<file path="src/sv/nrp_pkg.sv">
`default_nettype none

package nrp_pkg;

	localparam int WORD_W     = 32;
	localparam int DIV_CNT_W  = 6;
	localparam int COLL_W     = 2;
	localparam int ADDR_W     = 3;

	localparam logic [ADDR_W-1:0] REG_SEED = 3'd0;

	localparam logic [WORD_W-1:0] STEP_WEYL     = 32'h9E3779B9;
	localparam logic [WORD_W-1:0] MIX_MUL_A     = 32'h7FEB352D;
	localparam logic [WORD_W-1:0] MIX_MUL_B     = 32'h846CA68B;
	localparam logic [WORD_W-1:0] SEED_ZERO_SUB = 32'h6D2B79F5;

	// Source of the value placed on the result port
	typedef enum logic [1:0] {
		SEL_RECORD,
		SEL_ZERO,
		SEL_DRAWN
	} emit_sel_t;

	// Controller to datapath commands
	typedef struct packed {
		logic      load;
		logic      record_write;
		logic      seed;
		logic      cut_start;
		logic      save_cut;
		logic      weyl_step;
		logic      mul1;
		logic      mul2;
		logic      mod_start;
		logic      emit;
		emit_sel_t emit_sel;
	} cmd_t;

	// Datapath to controller status
	typedef struct packed {
		logic is_record;
		logic small_count;
		logic lim_one;
		logic div_busy;
		logic reject;
	} status_t;

endpackage

`default_nettype wire

</file>
<file path="src/sv/nrp_ctrl.sv">
`default_nettype none

module nrp_ctrl
	import nrp_pkg::*;
(
	input  wire logic    clk,
	input  wire logic    arst_n,
	input  wire logic    start,
	input  wire status_t status,
	output cmd_t         cmd,
	output logic         busy
);

	typedef enum logic [3:0] {
		S_IDLE,
		S_DECIDE,
		S_CUT,
		S_WEYL,
		S_MUL1,
		S_MUL2,
		S_CHECK,
		S_MOD
	} state_t;

	state_t state_q;
	state_t state_d;

	// Decode commands and next state
	always_comb begin
		cmd      = '0;
		cmd.emit_sel = SEL_ZERO;
		state_d  = state_q;
		unique case (state_q)
			S_IDLE: begin
				if (start) begin
					cmd.load = 1'b1;
					state_d  = S_DECIDE;
				end
			end
			S_DECIDE: begin
				if (status.is_record) begin
					cmd.record_write = 1'b1;
					cmd.emit         = 1'b1;
					cmd.emit_sel     = SEL_RECORD;
					state_d          = S_IDLE;
				end else if (status.small_count) begin
					cmd.seed     = 1'b1;
					cmd.emit     = 1'b1;
					cmd.emit_sel = SEL_ZERO;
					state_d      = S_IDLE;
				end else if (status.lim_one) begin
					// One value left after skipping the stored pick: draw no word
					cmd.seed      = 1'b1;
					cmd.cut_start = 1'b1;
					state_d       = S_MOD;
				end else begin
					cmd.seed      = 1'b1;
					cmd.cut_start = 1'b1;
					state_d       = S_CUT;
				end
			end
			S_CUT: begin
				if (!status.div_busy) begin
					cmd.save_cut = 1'b1;
					state_d      = S_WEYL;
				end
			end
			S_WEYL: begin
				cmd.weyl_step = 1'b1;
				state_d       = S_MUL1;
			end
			S_MUL1: begin
				cmd.mul1 = 1'b1;
				state_d  = S_MUL2;
			end
			S_MUL2: begin
				cmd.mul2 = 1'b1;
				state_d  = S_CHECK;
			end
			S_CHECK: begin
				if (status.reject) begin
					state_d = S_WEYL;
				end else begin
					cmd.mod_start = 1'b1;
					state_d       = S_MOD;
				end
			end
			S_MOD: begin
				if (!status.div_busy) begin
					cmd.emit     = 1'b1;
					cmd.emit_sel = SEL_DRAWN;
					state_d      = S_IDLE;
				end
			end
			default: begin
				state_d = S_IDLE;
			end
		endcase
	end

	// Hold state
	always_ff @(posedge clk or negedge arst_n) begin
		if (!arst_n) begin
			state_q <= S_IDLE;
		end else begin
			state_q <= state_d;
		end
	end

	assign busy = (state_q != S_IDLE);

endmodule

`default_nettype wire

</file>
<file path="src/sv/nrp_dp.sv">
`default_nettype none

module nrp_dp
	import nrp_pkg::*;
#(
	parameter int COLLECTIONS = 4,
	parameter int INDEX_WIDTH = 16
) (
	input  wire logic                   clk,
	input  wire logic                   arst_n,
	input  wire cmd_t                   cmd,
	output status_t                     status,
	input  wire logic [WORD_W-1:0]      seed,
	input  wire logic                   mode,
	input  wire logic [COLL_W-1:0]      collection,
	input  wire logic [INDEX_WIDTH-1:0] item_count,
	input  wire logic [INDEX_WIDTH-1:0] record_index,
	output logic                        done,
	output logic [INDEX_WIDTH-1:0]      picked_index
);

	localparam int PW = INDEX_WIDTH + 1;

	// Request registers
	logic                   mode_q;
	logic [COLL_W-1:0]      coll_q;
	logic [INDEX_WIDTH-1:0] count_q;
	logic [INDEX_WIDTH-1:0] rec_q;
	logic [PW-1:0]          prev_q;

	// Previous picks per collection
	logic [PW-1:0] pick_q [COLLECTIONS];
	logic [PW-1:0] prev_d;

	// Generator
	logic [WORD_W-1:0] weyl_q;
	logic              seeded_q;
	logic [WORD_W-1:0] m1_q;
	logic [WORD_W-1:0] m2_q;
	logic [WORD_W-1:0] mix1_d;
	logic [WORD_W-1:0] mix2_d;
	logic [WORD_W-1:0] word_d;

	// Bounded draw
	logic [INDEX_WIDTH-1:0] lim_q;
	logic [INDEX_WIDTH-1:0] lim_d;
	logic                   excl_q;
	logic                   excl_d;
	logic [WORD_W-1:0]      cut_q;
	logic [WORD_W-1:0]      rem_q;
	logic [WORD_W-1:0]      div_q;
	logic [DIV_CNT_W-1:0]   cnt_q;
	logic [WORD_W:0]        trial;
	logic                   trial_ge;
	logic [INDEX_WIDTH-1:0] drawn;
	logic                   bump;

	// Look up the stored pick of the requested collection
	always_comb begin
		prev_d = '1;
		for (int i = 0; i < COLLECTIONS; i++) begin
			if (int'(collection) == i) begin
				prev_d = pick_q[i];
			end
		end
	end

	// Capture the request
	always_ff @(posedge clk) begin
		if (cmd.load) begin
			mode_q  <= mode;
			coll_q  <= collection;
			count_q <= item_count;
			rec_q   <= record_index;
			prev_q  <= prev_d;
		end
	end

	// Store a recorded pick
	always_ff @(posedge clk or negedge arst_n) begin
		if (!arst_n) begin
			for (int i = 0; i < COLLECTIONS; i++) begin
				pick_q[i] <= '1;
			end
		end else if (cmd.record_write) begin
			for (int i = 0; i < COLLECTIONS; i++) begin
				if (int'(coll_q) == i) begin
					pick_q[i] <= {1'b0, rec_q};
				end
			end
		end
	end

	// Seed once, then advance the Weyl state
	always_ff @(posedge clk or negedge arst_n) begin
		if (!arst_n) begin
			weyl_q   <= '0;
			seeded_q <= 1'b0;
		end else if (cmd.seed && !seeded_q) begin
			weyl_q   <= (seed == '0) ? SEED_ZERO_SUB : seed;
			seeded_q <= 1'b1;
		end else if (cmd.weyl_step) begin
			weyl_q <= weyl_q + STEP_WEYL;
		end
	end

	// Avalanche mixer, one multiply per stage
	assign mix1_d = weyl_q ^ (weyl_q >> 16);
	assign mix2_d = m1_q ^ (m1_q >> 15);
	assign word_d = m2_q ^ (m2_q >> 16);

	always_ff @(posedge clk) begin
		if (cmd.mul1) begin
			m1_q <= mix1_d * MIX_MUL_A;
		end
		if (cmd.mul2) begin
			m2_q <= mix2_d * MIX_MUL_B;
		end
	end

	// Bound: skip the previous pick when it lies below the count
	assign excl_d = (prev_q < {1'b0, count_q});
	assign lim_d  = excl_d ? (count_q - INDEX_WIDTH'(1)) : count_q;

	// Restoring remainder, one bit per cycle
	assign trial    = {rem_q, div_q[WORD_W-1]};
	assign trial_ge = (trial >= (WORD_W+1)'(lim_q));

	always_ff @(posedge clk or negedge arst_n) begin
		if (!arst_n) begin
			cnt_q <= '0;
		end else if (cmd.cut_start || cmd.mod_start) begin
			cnt_q <= DIV_CNT_W'(WORD_W);
		end else if (cnt_q != '0) begin
			cnt_q <= cnt_q - DIV_CNT_W'(1);
		end
	end

	always_ff @(posedge clk) begin
		if (cmd.cut_start) begin
			lim_q  <= lim_d;
			excl_q <= excl_d;
			rem_q  <= '0;
			div_q  <= WORD_W'(0) - WORD_W'(lim_d);
		end else if (cmd.mod_start) begin
			rem_q <= '0;
			div_q <= word_d;
		end else if (cnt_q != '0) begin
			rem_q <= trial_ge ? WORD_W'(trial - (WORD_W+1)'(lim_q)) : trial[WORD_W-1:0];
			div_q <= {div_q[WORD_W-2:0], 1'b0};
		end
		if (cmd.save_cut) begin
			cut_q <= rem_q;
		end
	end

	// Raise the drawn value past the excluded pick
	assign drawn = rem_q[INDEX_WIDTH-1:0];
	assign bump  = excl_q && ({1'b0, drawn} >= prev_q);

	// Result register and strobe
	always_ff @(posedge clk or negedge arst_n) begin
		if (!arst_n) begin
			done <= 1'b0;
		end else begin
			done <= cmd.emit;
		end
	end

	always_ff @(posedge clk) begin
		if (cmd.emit) begin
			case (cmd.emit_sel)
				SEL_RECORD: picked_index <= rec_q;
				SEL_DRAWN:  picked_index <= drawn + INDEX_WIDTH'(bump);
				default:    picked_index <= '0;
			endcase
		end
	end

	assign status.is_record   = mode_q;
	assign status.small_count = (count_q <= INDEX_WIDTH'(1));
	assign status.lim_one     = (lim_d == INDEX_WIDTH'(1));
	assign status.div_busy    = (cnt_q != '0);
	assign status.reject      = (word_d < cut_q);

endmodule

`default_nettype wire

</file>
<file path="src/sv/no_repeat_random_index_picker.sv">
// A record request or a count of 0 or 1 raises the result strobe straight from the decide state.
// A draw runs the cut remainder, then the Weyl, two multiply and check states for each generated
// word, redrawing any rejected word, then the final remainder; a count of 2 with its stored pick
// excluded draws no word. The remainder unit works one bit per cycle.
// One request at a time; busy is high until the strobe, so the next start is taken at the edge
// that ends the strobe. Results cannot be stalled. Reset clears generator, flag and picks.
`default_nettype none

module no_repeat_random_index_picker
	import nrp_pkg::*;
#(
	parameter int COLLECTIONS = 4,
	parameter int INDEX_WIDTH = 16
) (
	input  wire logic                   clk,
	input  wire logic                   arst_n,
	input  wire logic                   psel,
	input  wire logic                   penable,
	input  wire logic                   pwrite,
	input  wire logic [ADDR_W-1:0]      paddr,
	input  wire logic [WORD_W-1:0]      pwdata,
	output logic [WORD_W-1:0]           prdata,
	output logic                        pready,
	input  wire logic                   start,
	output logic                        busy,
	input  wire logic                   mode,
	input  wire logic [COLL_W-1:0]      collection,
	input  wire logic [INDEX_WIDTH-1:0] item_count,
	input  wire logic [INDEX_WIDTH-1:0] record_index,
	output logic                        done,
	output logic [INDEX_WIDTH-1:0]      picked_index
);

	logic [WORD_W-1:0] seed_q;
	cmd_t              cmd;
	status_t           status;
	logic              ctrl_busy;

	// Seed register write
	always_ff @(posedge clk or negedge arst_n) begin
		if (!arst_n) begin
			seed_q <= SEED_ZERO_SUB;
		end else if (psel && penable && pwrite && (paddr == REG_SEED)) begin
			seed_q <= pwdata;
		end
	end

	// Register read
	always_comb begin
		unique case (paddr)
			REG_SEED: prdata = seed_q;
			default:  prdata = '0;
		endcase
	end

	assign pready = 1'b1;

	nrp_ctrl u_ctrl (
		.clk    (clk),
		.arst_n (arst_n),
		.start  (start),
		.status (status),
		.cmd    (cmd),
		.busy   (ctrl_busy)
	);

	nrp_dp #(
		.COLLECTIONS (COLLECTIONS),
		.INDEX_WIDTH (INDEX_WIDTH)
	) u_dp (
		.clk          (clk),
		.arst_n       (arst_n),
		.cmd          (cmd),
		.status       (status),
		.seed         (seed_q),
		.mode         (mode),
		.collection   (collection),
		.item_count   (item_count),
		.record_index (record_index),
		.done         (done),
		.picked_index (picked_index)
	);

	assign busy = ctrl_busy;

endmodule

`default_nettype wire

</file>
<file path="config.mk">
export PLATFORM = sky130hd
export DESIGN_NAME = no_repeat_random_index_picker
export DESIGN_NICKNAME = d
export VERILOG_FILES = /design/src/sv/nrp_pkg.sv /design/src/sv/nrp_ctrl.sv /design/src/sv/nrp_dp.sv /design/src/sv/no_repeat_random_index_picker.sv
export SDC_FILE = /design/constraint.sdc
export NUM_CORES = 2
export LEC_CHECK = 0
export BUFFER_PORTS_ARGS = -buffer_cell sky130_fd_sc_hd__buf_2
export CORE_MARGIN = 10
export CORE_UTILIZATION = 30
export CTS_CLUSTER_SIZE = 14
export DETAILED_ROUTE_END_ITERATION = 16
export HOLD_SLACK_MARGIN = 0.15
export SYNTH_ARGS = -nofsm -noshare
export SYNTH_HDL_FRONTEND = slang
export SYNTH_HIERARCHICAL = 1
export SYNTH_SLANG_ARGS = --single-unit
</file>
<file path="constraint.sdc">
create_clock -name clk -period 8.15 [get_ports clk]
set_clock_uncertainty 0.1 [all_clocks]
set_input_delay 1.63 -clock clk [delete_from_list [all_inputs] [get_ports clk]]
set_output_delay 1.63 -clock clk [all_outputs]
set_load 0.005 [all_outputs]
</file>
### After elaboration in Yosys (flattened, before gate mapping)

Index checks and enable logic that the tools add are counted.
Widths: inputs -> output; s select.

| word-level totals | value |
|---|---|
| register bits after elaboration | 389 |
| input bits | 76 |
| output and inout bits | 51 |
| word-level logic and storage cells | 122 |

| operators by class | value |
|---|---|
| add/sub/neg operators | 6 |
| multipliers | 2 |
| $lt $le $gt $ge | 5 |
| eq/ne operators | 18 |
| multiplexer cells | 41 |
| bitwise gates (word level) | 3 |
| reductions and logical operators | 24 |

Operator list:

| operator | number |
|---|---|
| $mux 32 | 8 |
| $mux 17 | 4 |
| $xor 32x16->32 | 2 |
| $ge 33x16->1 | 1 |
| $add 32x32->32 const B | 1 |
| $logic_not 32->1 | 1 |
| $lt 32x32->1 | 1 |
| $mul 32x31->32 const B | 1 |
| $mul 32x32->32 const B | 1 |
| $pmux 16 s2 | 1 |
| $pmux 4 s8 | 1 |
| $sub 32x16->32 | 1 |
| $xor 32x17->32 | 1 |
| $mux 3 | 7 |
| $ge 16x17->1 | 1 |
| $lt 17x16->1 | 1 |
| $sub 1x16->17 const A | 1 |
| $add 16x1->16 | 1 |
| $eq 16x1->1 const B | 1 |
| $eq 4x3->1 const B | 4 |
| $le 16x1->1 const B | 1 |
| $mux 16 | 1 |
| $mux 4 | 4 |
| $sub 16x1->16 const B | 1 |
| other kinds (23) | 52 |

### Depth between registers and ports, before layout

| depth | value |
|---|---|
| depth after elaboration | 7 |
| gate-level depth with buffers | 26 |

### By module

The synthesis kept the hierarchy.

Modules (own cells, without submodules):

| module | instances | cells an instance | area an instance (µm²) |
|---|---|---|---|
| nrp_dp | 1 | 3305 | 35059.9 |
| no_repeat_random_index_picker | 1 | 107 | 1614.0 |
| nrp_ctrl | 1 | 38 | 302.8 |

### Worst setup path before layout

OpenSTA, ideal clock, no wires.

| path | value |
|---|---|
| path kind | reg-to-reg |
| start | reg u_dp.m1_q[21] |
| end | reg u_dp.m2_q[30], data pin |
| library setup time | 0.264 ns |
| arrival time | 6.844 ns |
| data required time | 7.786 ns |
| slack | 0.943 ns |
| cell stages (with the launch flop) | 25 |
| path buffers | 0 |
| clock period less this slack | 7.207 ns |
| cell sequence | edfxtp_1 -> xnor2_1 -> inv_1 -> ha_1 -> ha_1 -> fa_1 -> inv_1 -> fa_1 -> inv_1 -> fa_1 -> ha_1 -> fa_1 -> inv_1 -> fa_1 -> inv_1 -> ha_1 -> a21o_1 -> a21oi_1 -> o21bai_1 -> and3_1 -> a221o_1 -> o21ai_0 -> o21ai_0 -> a221oi_1 -> xnor2_1 |

| on the way | value |
|---|---|
| word-level cells in the longest chain between the ends | 2 |

RTL lines:

| element | RTL line | text |
|---|---|---|
| start: declaration | nrp_dp.sv:38 | `logic [WORD_W-1:0] m1_q;` |
| start signal: assignment | nrp_dp.sv:114 | `m1_q <= mix1_d * MIX_MUL_A;` |
| $xor 32x17->32 | nrp_dp.sv:109 | `assign mix2_d = m1_q ^ (m1_q >> 15);` |
| $mul 32x32->32 | nrp_dp.sv:117 | `m2_q <= mix2_d * MIX_MUL_B;` |
| end signal: assignment | nrp_dp.sv:117 |  |
| end: declaration | nrp_dp.sv:39 | `logic [WORD_W-1:0] m2_q;` |

Every way passes these cells.
A chain may end at the register's enable or synchronous reset.

### Worst setup path after layout

Same ends and word-level chain as after synthesis.

==> metrics <==
core area=122000 um^2; Longest Clk Path Bufs=3; drt drc=0; final hold viol count=0; fin nets=4506; Max Clk Rate=130 MHz; Worst setup EP type=flip-flop; wirelength, routed=98200 um; Root Driver=clkbuf_16; CTS clk-pin slew, worst paths=0.07 ns; DP Wirelength=80500 um; largest net degree at the start of global routing=83; Reg2Reg Depth=25; post-route ant nets=0; row count=128; Worst Path Max Fanout=6; post-synth top area share=18.6%; Most used DFF post-synth=edfxtp_1; synthesized flop and latch total=388; minimum clock period=7.71 ns; Routed wire per std cell=18.6 um; Chip Height=371 um; Synth Cell Area=37000 um^2; number of port buffers=125; first-pass GRT wire length=154000 um; unrepaired setup endpoints after global routing=no; area leader, netlist=fa_1; Yosys cell types=94; GRT overflow=0; warnings from Yosys=6; clock latency on the worst-skew pair=0.61 ns; setup TNS=0 ns; Final Setup Violations=0; share of post-route cells with drive strength above 1=14.3%; Post-CTS Setup Inserts=0; Seq/Total Area, Yosys=29.0%; period utilisation layout=94.6%; gp weighted congestion=0.928; startpoint types=flip-flop; Area growth, synth to finish=12.0%; Starting Density=30.3%; post-synth net total=4339; Pre-antenna DRT Iters=5; Inserted Diodes=0; vias post-DR=24800; Die W=371 um; EDFF count, synth=213; status=finished, final reports clean; Sink Count=388; worst hold path cell count=1; Async S/R FF share, synth=36.9%; H-Tree Depth=2; Slew Viols, Final=0; CTS tree=built; number of top-level pins=127; WP data required=8.41 ns; worst slew pin tran=1.19 ns; syn_area_per_cell=10.7 um^2; Syn Inst Count=3450; initial antenna violation count=5; number of vias per cell=4.71; Slew headroom=21.0%; number of global-route vias before repair=25900; Worst Path Arrival=7.97 ns; Num CTS Buffers=43; all-layer global routing usage=14.2%; Worst Hold Class=flip-flop to flip-flop; Iter 0 DRT Violations=1698; Worst Setup Path Type=flip-flop to flip-flop; max-cap violation count=0; Area contributors post-synth=fa_1 (19%), edfxtp_1 (17%), ha_1 (16%), inv_1 (7.0%), dfstp_2 (6.3%); total die area=138000 um^2
path summary, 6_finish.rpt:
check	from	slack [ns]	to
worst min-delay path	u_dp/pick_q[67]	0.38	u_dp/pick_q[67]
max in group asynchronous	arst_n	5.51	u_dp/cnt_q[0]
worst max-delay path	u_dp/m1_q[21]	0.44	u_dp/m2_q[30]
worst max register to register	u_dp/m1_q[21]	0.44	u_dp/m2_q[30]
worst min register to register	u_dp/pick_q[67]	0.38	u_dp/pick_q[67]
min in group asynchronous	arst_n	0.90	u_dp/weyl_q[26]
stage by stage:
step                      util, %  setup slack [ns]  hold WS (ns)  area, um^2  cells
after floorplan                 -             0.943         0.326       37000   3450
after global placement       32.6             0.390         0.371       39800   5197
after detailed placement     32.6             0.329         0.358       39800   5197
after CTS                    33.9             0.365         0.384       41400   5277
after global routing         33.9            0.0241         0.391       41400   5277
final                        33.9             0.437         0.384       41400   5277
cells in the final DEF, fill, tap and decap left out, types with 50 or more instances in the layout:
| cell type | instances |
|---|---|
| and2_1 | 50 |
| xnor2_1 | 208 |
| inv_1 | 689 |
| dfrtp_1 | 55 |
| o21ai_0 | 103 |
| fa_1 | 343 |
| a21o_1 | 55 |
| nand2_1 | 113 |
| a21oi_1 | 115 |
| buf_2 | 124 |
| mux2_2 | 67 |
| dfstp_2 | 88 |
| nor2_1 | 168 |
| ha_1 | 470 |
| xor2_1 | 100 |
| buf_4 | 66 |
| edfxtp_1 | 213 |
routing by layer:
| layer | GRT usage (%) | vias to the layer above | share of wire, % |
|---|---|---|---|
| met5 | 0 | - | 0.028 |
| met2 | 23.3 | 498 | 47 |
| met1 | 20.0 | 12400 | 47 |
| met4 | 2.42 | 4 | 1.5 |
| li1 | - | 11800 | - |
| met3 | 1.74 | 102 | 4.3 |
timing repair:
action                                  CTS  global route
resized for setup                         0             2
endpoints found under the setup margin    0             1
hold buffers                              0             0
final cells by class:
type | count | area [um^2]
inverters | 692 | 2600
flip-flops and latches | 388 | 10700
clock inverters | 25 | 330
repair buffers | 191 | 1130
well taps | 1625 | 2030
fillers | 12400 | 80600
multi-input cells | 2301 | 23400
clock buffers | 55 | 1240
Yosys cell counts, drive strengths merged, types with 7 or more instances:
master	number
inv	689
ha	470
fa	343
edfxtp	213
xnor2	210
nor2	170
a21oi	117
nand2	117
o21ai	107
xor2	101
mux2	98
dfstp	88
a21o	55
dfrtp	55
and2	52
clkbuf	50
a211oi	47
nand3	39
dfxtp	32
nor3	32
nor4	27
mux2i	26
nor2b	23
buf	19
nand4	19
or3	18
mux4	17
nand2b	17
a31oi	16
and3	16
o21bai	15
o211ai	14
o21a	12
or4	10
a31o	8
o31ai	8
and4	7
nor3b	7
or2	7
kinds of logic (layout without fill, tap and decap cells):
| group | Yosys count | in the layout | share of synthesized area [%] |
|---|---|---|---|
| flip-flops | 388 | 388 | 29.0 |
| XOR/XNOR | 311 | 311 | 7.37 |
| buffers and inverters | 761 | 963 | 8.00 |
| AO/OA/AOI/OAI | 460 | 460 | 8.19 |
| AND/OR/NAND/NOR | 575 | 575 | 7.91 |
| other | 1 | 1 | 0.0101 |
| multiplexers | 141 | 141 | 5.04 |
| adder cells (fa/ha/maj) | 813 | 813 | 34.5 |
state kept, by name, indices dropped and copies added, names as in the netlist, 17 cells and up:
register,cells
u_dp/div_q,32
u_dp/weyl_q,32
u_dp/cut_q,32
u_dp/prev_q,17
u_dp/m2_q,32
seed_q,32
u_dp/pick_q,68
u_dp/rem_q,32
u_dp/m1_q,32
worst max-delay path, cell delays in order, from the launching register on:
cell	delay, ns
edfxtp_1	0.48
xnor2_1	0.29
buf_4	0.22
inv_1	0.15
ha_1	0.40
ha_1	0.26
fa_1	0.55
inv_1	0.06
fa_1	0.52
inv_1	0.06
fa_1	0.45
ha_1	0.33
fa_1	0.53
inv_1	0.05
fa_1	0.52
inv_1	0.04
ha_1	0.38
a21o_1	0.18
a21oi_1	0.18
o21bai_1	0.09
and3_1	0.18
a221o_1	0.27
o21ai_0	0.44
o21ai_0	0.25
a221oi_1	0.39
xnor2_1	0.11
Power is left out: the tool's default activity adds up to more than one toggle a clock period on the data nets, which glitch-free logic cannot reach.
